## src/epcd_pkg.sv

```systemverilog
`timescale 1ns / 1ps
// ----------------------------------------------------------------------------
// epcd_pkg
// Types and constants of the event pixel contrast detector.
// ----------------------------------------------------------------------------
package epcd_pkg;

  localparam int REF_W = 18;
  localparam logic [REF_W-1:0] REF_MAX = 18'h3FFFF;

  localparam logic [15:0] POS_TH_RESET = 16'd19584;
  localparam logic [15:0] NEG_TH_RESET = 16'd39168;

  // configuration register indexes
  localparam logic REG_POS_TH = 1'b0;
  localparam logic REG_NEG_TH = 1'b1;

  localparam logic MODE_LOAD    = 1'b0;
  localparam logic MODE_COMPARE = 1'b1;

  typedef struct packed {
    logic        mode;
    logic [7:0]  pixel_x;
    logic [7:0]  pixel_y;
    logic [15:0] intensity;
    logic [15:0] threshold_jitter;
    logic [31:0] timestamp;
  } in_item_t;

  typedef struct packed {
    logic [7:0]  event_x;
    logic [7:0]  event_y;
    logic        event_polarity;
    logic [31:0] event_time;
  } out_item_t;

  // outcome of one reference update
  typedef struct packed {
    logic             we;
    logic [REF_W-1:0] wdata;
    logic             emit;
    logic             polarity;
  } ref_update_t;

endpackage

```

## src/epcd_contrast.sv

```systemverilog
`timescale 1ns / 1ps
// ----------------------------------------------------------------------------
// epcd_contrast
// Reference load, or threshold compare and saturating reference step, for one pixel sample.
// ----------------------------------------------------------------------------
module epcd_contrast import epcd_pkg::*; (
  input  in_item_t         item,
  input  logic [REF_W-1:0] ref_level,
  input  logic [15:0]      pos_threshold,
  input  logic [15:0]      neg_threshold,
  output ref_update_t      upd
);

  logic [REF_W:0]   up_limit;
  logic [REF_W:0]   sample_ext;
  logic [16:0]      down_limit;
  logic [REF_W:0]   up_sum;
  logic [16:0]      down_step;
  logic             rise;
  logic             fall;

  always_comb begin
    sample_ext = (REF_W+1)'(item.intensity);
    up_limit   = (REF_W+1)'(ref_level) + (REF_W+1)'(pos_threshold);
    down_limit = 17'(item.intensity) + 17'(neg_threshold);
    rise       = sample_ext > up_limit;
    fall       = ref_level > REF_W'(down_limit);
    up_sum     = up_limit + (REF_W+1)'(item.threshold_jitter);
    down_step  = 17'(neg_threshold) + 17'(item.threshold_jitter);

    upd = '0;
    if (item.mode == MODE_LOAD) begin
      upd.we    = 1'b1;
      upd.wdata = REF_W'(item.intensity);
    end else if (rise) begin
      upd.we       = 1'b1;
      upd.emit     = 1'b1;
      upd.polarity = 1'b1;
      upd.wdata    = up_sum[REF_W] ? REF_MAX : up_sum[REF_W-1:0];
    end else if (fall) begin
      upd.we       = 1'b1;
      upd.emit     = 1'b1;
      upd.polarity = 1'b0;
      // saturate at zero when the step passes the current level
      upd.wdata    = (REF_W'(down_step) > ref_level) ? '0 : ref_level - REF_W'(down_step);
    end
  end

endmodule

```

## config.mk

```make
export PLATFORM = sky130hd
export DESIGN_NAME = epcd_contrast
export DESIGN_NICKNAME = d
export VERILOG_FILES = /design/src/epcd_pkg.sv /design/src/epcd_contrast.sv
export SDC_FILE = /design/constraint.sdc
export NUM_CORES = 1
export LEC_CHECK = 0
export BUFFER_PORTS_ARGS = -buffer_cell sky130_fd_sc_hd__buf_4
export CAP_MARGIN = 25
export CORE_ASPECT_RATIO = 2
export CORE_MARGIN = 2
export CORE_UTILIZATION = 49
export DETAILED_ROUTE_END_ITERATION = 16
export PLACE_DENSITY = 0.8
export SYNTH_ARGS = -nofsm -noshare
export SYNTH_HDL_FRONTEND = slang
export SYNTH_SLANG_ARGS = --single-unit
```

## constraint.sdc

```tcl
create_clock -name vclk -period 5.15
set_clock_uncertainty 0.15 [all_clocks]
set_input_delay 0.515 -clock vclk [all_inputs]
set_output_delay 0.515 -clock vclk [all_outputs]
set_load 0.02 [all_outputs]
```

==> results by group <==
Floorplan
  • I/O pin cnt: ~150
  • Starting Density: around half
  • Die Wd: 73.6 microns
  • FP Rows: 50
  • Die Span Y: 143 microns
  • Die area: between 10000 and 15000 sq um
  • Core Region: roughly 9400 sq um

Final layout
  • Layout area overhead: 57.4%
  • Layout fillers: roughly 680
  • Share of layout cells above drive strength 1: slightly below 40%
  • # diodes: 0
  • Design area: between 7000 and 8000 sq um
  • Multi-input logic area: 5030 sq um
  • Storage element area: 0 sq um
  • Clock buffer count in the final layout: 0
  • Nets@finish: roughly 1.1k
  • Seq cells: 0

GRT
  • Largest net degree at the start of global routing: 21
  • Congestion Overflow GR: 0
  • Total track usage: roughly 44%
  • Antenna violations before repair: 0
  • First-pass GRT wire length: between 30000 and 40000 microns
  • Vias in the first global route: between 6k and 7k

Timing
  • Fmax: 177 MHz
  • Endpoints failing setup: 20
  • WHS: roughly 1.3 ns
  • Crit share post-route: 110%
  • Slew @ Worst Pin: between 0.6 and 0.7 ns
  • Min Tclk post-route: 5.66 ns
  • Max-slew violations: 0
  • RSZ-0062 raised after global routing: true
  • Slew margin rel.: about three fifths
  • Fin. Hold Viols: 0
  • Final setup margin: -0.506 ns

Setup path
  • Kind of critical path: in -> out
  • Critical path launch point type: input port
  • CP Capture Type: output port
  • Worst EP required: ~4.5 ns
  • CP max FO: 8
  • CP Data Arrival Time: 4.99 ns

Placement
  • Routability congestion estimate: around 1.1
  • Port buffer count: 104
  • DP Wirelength: 18100 microns
  • Placed cell area: between 6000 and 7000 sq um
  • Pre-CTS setup slack: -0.806 ns

Power and ir drop
  • Leakage: around 3.7 nW
  • Power Dens Cells: roughly 240 nW/um^2
  • VDD IR max: between 200 and 250 uV
  • Total chip power: roughly 1.8 mW

Yosys
  • Gate Count Post-Synth: 640
  • Syn_nets: 890
  • Commonest cells post-synth: ha_1, a21oi_1, nor2_1
  • Synth area leader: ha_1
  • Register area share after synthesis: 0%
  • Post-Syn Area per Cell: ~7.4 sq um
  • Top-count cell post-synth: ha_1
  • Yosys Warn Count: 0
  • Post-synthesis cell type count: between 60 and 70
  • Post-synth top area share: 30.0%
  • Area contributors post-synth: ha_1, xnor2_1, a21oi_1
  • Cell Area, Synth: ~4700 sq um

Detailed routing
  • Via density: 6.38
  • WL final: roughly 23000 microns
  • WL per Instance: approximately 23 microns
  • Routed Antenna Nets: 0
  • Drt drc: 0
  • DR iter-0 viols: roughly 330
  • Via Count: ~6.4k
  • Iteration count of the initial detailed-routing pass: 6

Run status
  • Status: complete, but fails checks
  • Failing checks: setup timing

Hold path
  • Hold worst-path end: upd[13]
  • Hold path depth: 4
  • Worst hold path type: in -> out
  • Hold Path Origin: item[59]

Job
  • Max-Cap Viols: 0
==> logic make-up after synthesis <==
group,share of synthesized area [%]
AO/OA/AOI/OAI,32.4
XOR/XNOR,11.6
adder cells (fa/ha/maj),32.2
buffers and inverters,3.98
multiplexers,0.316
AND/OR/NAND/NOR,19.6
==> repair_timing <==
| action | 4_1_cts | 5_1_grt |
|---|---|---|
| pin swaps | 35 | 19 |
| buffers inserted | 19 | 4 |
| endpoints found under the hold margin | 0 | 0 |
| endpoints found under the setup margin | 21 | 21 |
| hold buffers | 0 | 0 |
| gates resized for setup | 77 | 22 |
==> through the flow <==
| step | instances | TNS [ns] | utilization, % |
|---|---|---|---|
| floorplan | 640 | 0 | - |
| global placement | 980 | -12.74 | 72.5 |
| detailed placement | 980 | -14.01 | 72.5 |
| CTS | 999 | -5.90 | 78.2 |
| global route | 1001 | -12.11 | 79.6 |
| finish | 1001 | -7.57 | 79.6 |
==> cell usage in the layout (no fill, tap or decap), drive strengths merged, types with 4 or more instances in the layout <==
cell type / n
nand2b: 10
o21a: 11
and2: 4
a31oi: 10
nand4: 7
o311ai: 8
or2: 5
and3: 4
o21bai: 14
ha: 114
o21ai: 48
xnor2: 42
nand2: 47
o221ai: 5
a211oi: 7
xor2: 21
o21ba: 4
a21oi: 56
nor3: 18
nor2b: 4
or3: 9
nor2: 54
inv: 42
a2bb2oi: 4
o211ai: 5
a211o: 4
a21o: 18
fa: 5
nand3: 9
buf: 264
==> power by group <==
group	switching, mW	internal (mW)
Sequential	0	0
Clock	0	0
Combinational	0.935	0.856
Total	0.935	0.856
==> worst max path at each step <==
stage / to / from / slack [ns] / cells past startpoint
global route: upd[15] / item[48] / -0.72 / 22
CTS: upd[15] / item[48] / -0.43 / 22
detailed placement: upd[16] / ref_level[0] / -0.81 / 22
finish: upd[10] / item[48] / -0.51 / 23
global placement: upd[15] / item[49] / -0.75 / 21
floorplan: upd[15] / item[48] / 0.02 / 20
==> area by class of cell <==
type,instances,share of cell area [%]
Tap cell,104,1.74
Inverter,42,2.11
Multi-Input combinational cell,591,67.3
Timing Repair Buffer,264,28.9
==> routing by layer <==
metal | vias up | part of all wire [%] | global-route usage [%]
met3 | 180 | 7.3 | 12.7
met5 | - | 0 | 0
met2 | 353 | 49 | 76.1
met1 | 2913 | 29 | 38.2
met4 | 0 | 14 | 45.2
li1 | 2937 | - | -
==> worst max-delay path, stage by stage <==
cell,delay (ns)
buf_8,0.10
ha_4,0.17
fa_2,0.35
a21o_1,0.17
a21oi_2,0.15
nor2_1,0.05
o21a_1,0.20
o22ai_2,0.13
o2111a_1,0.22
nor3_2,0.06
a311o_1,0.30
xnor2_1,0.14
ha_1,0.30
nand4_1,0.12
nor2_2,0.14
nand2_1,0.09
or4_4,0.56
a31oi_4,0.26
o211ai_4,0.18
buf_8,0.19
buf_6,0.13
o311ai_4,0.27
buf_6,0.17
Power figures use the tool's default switching activity.
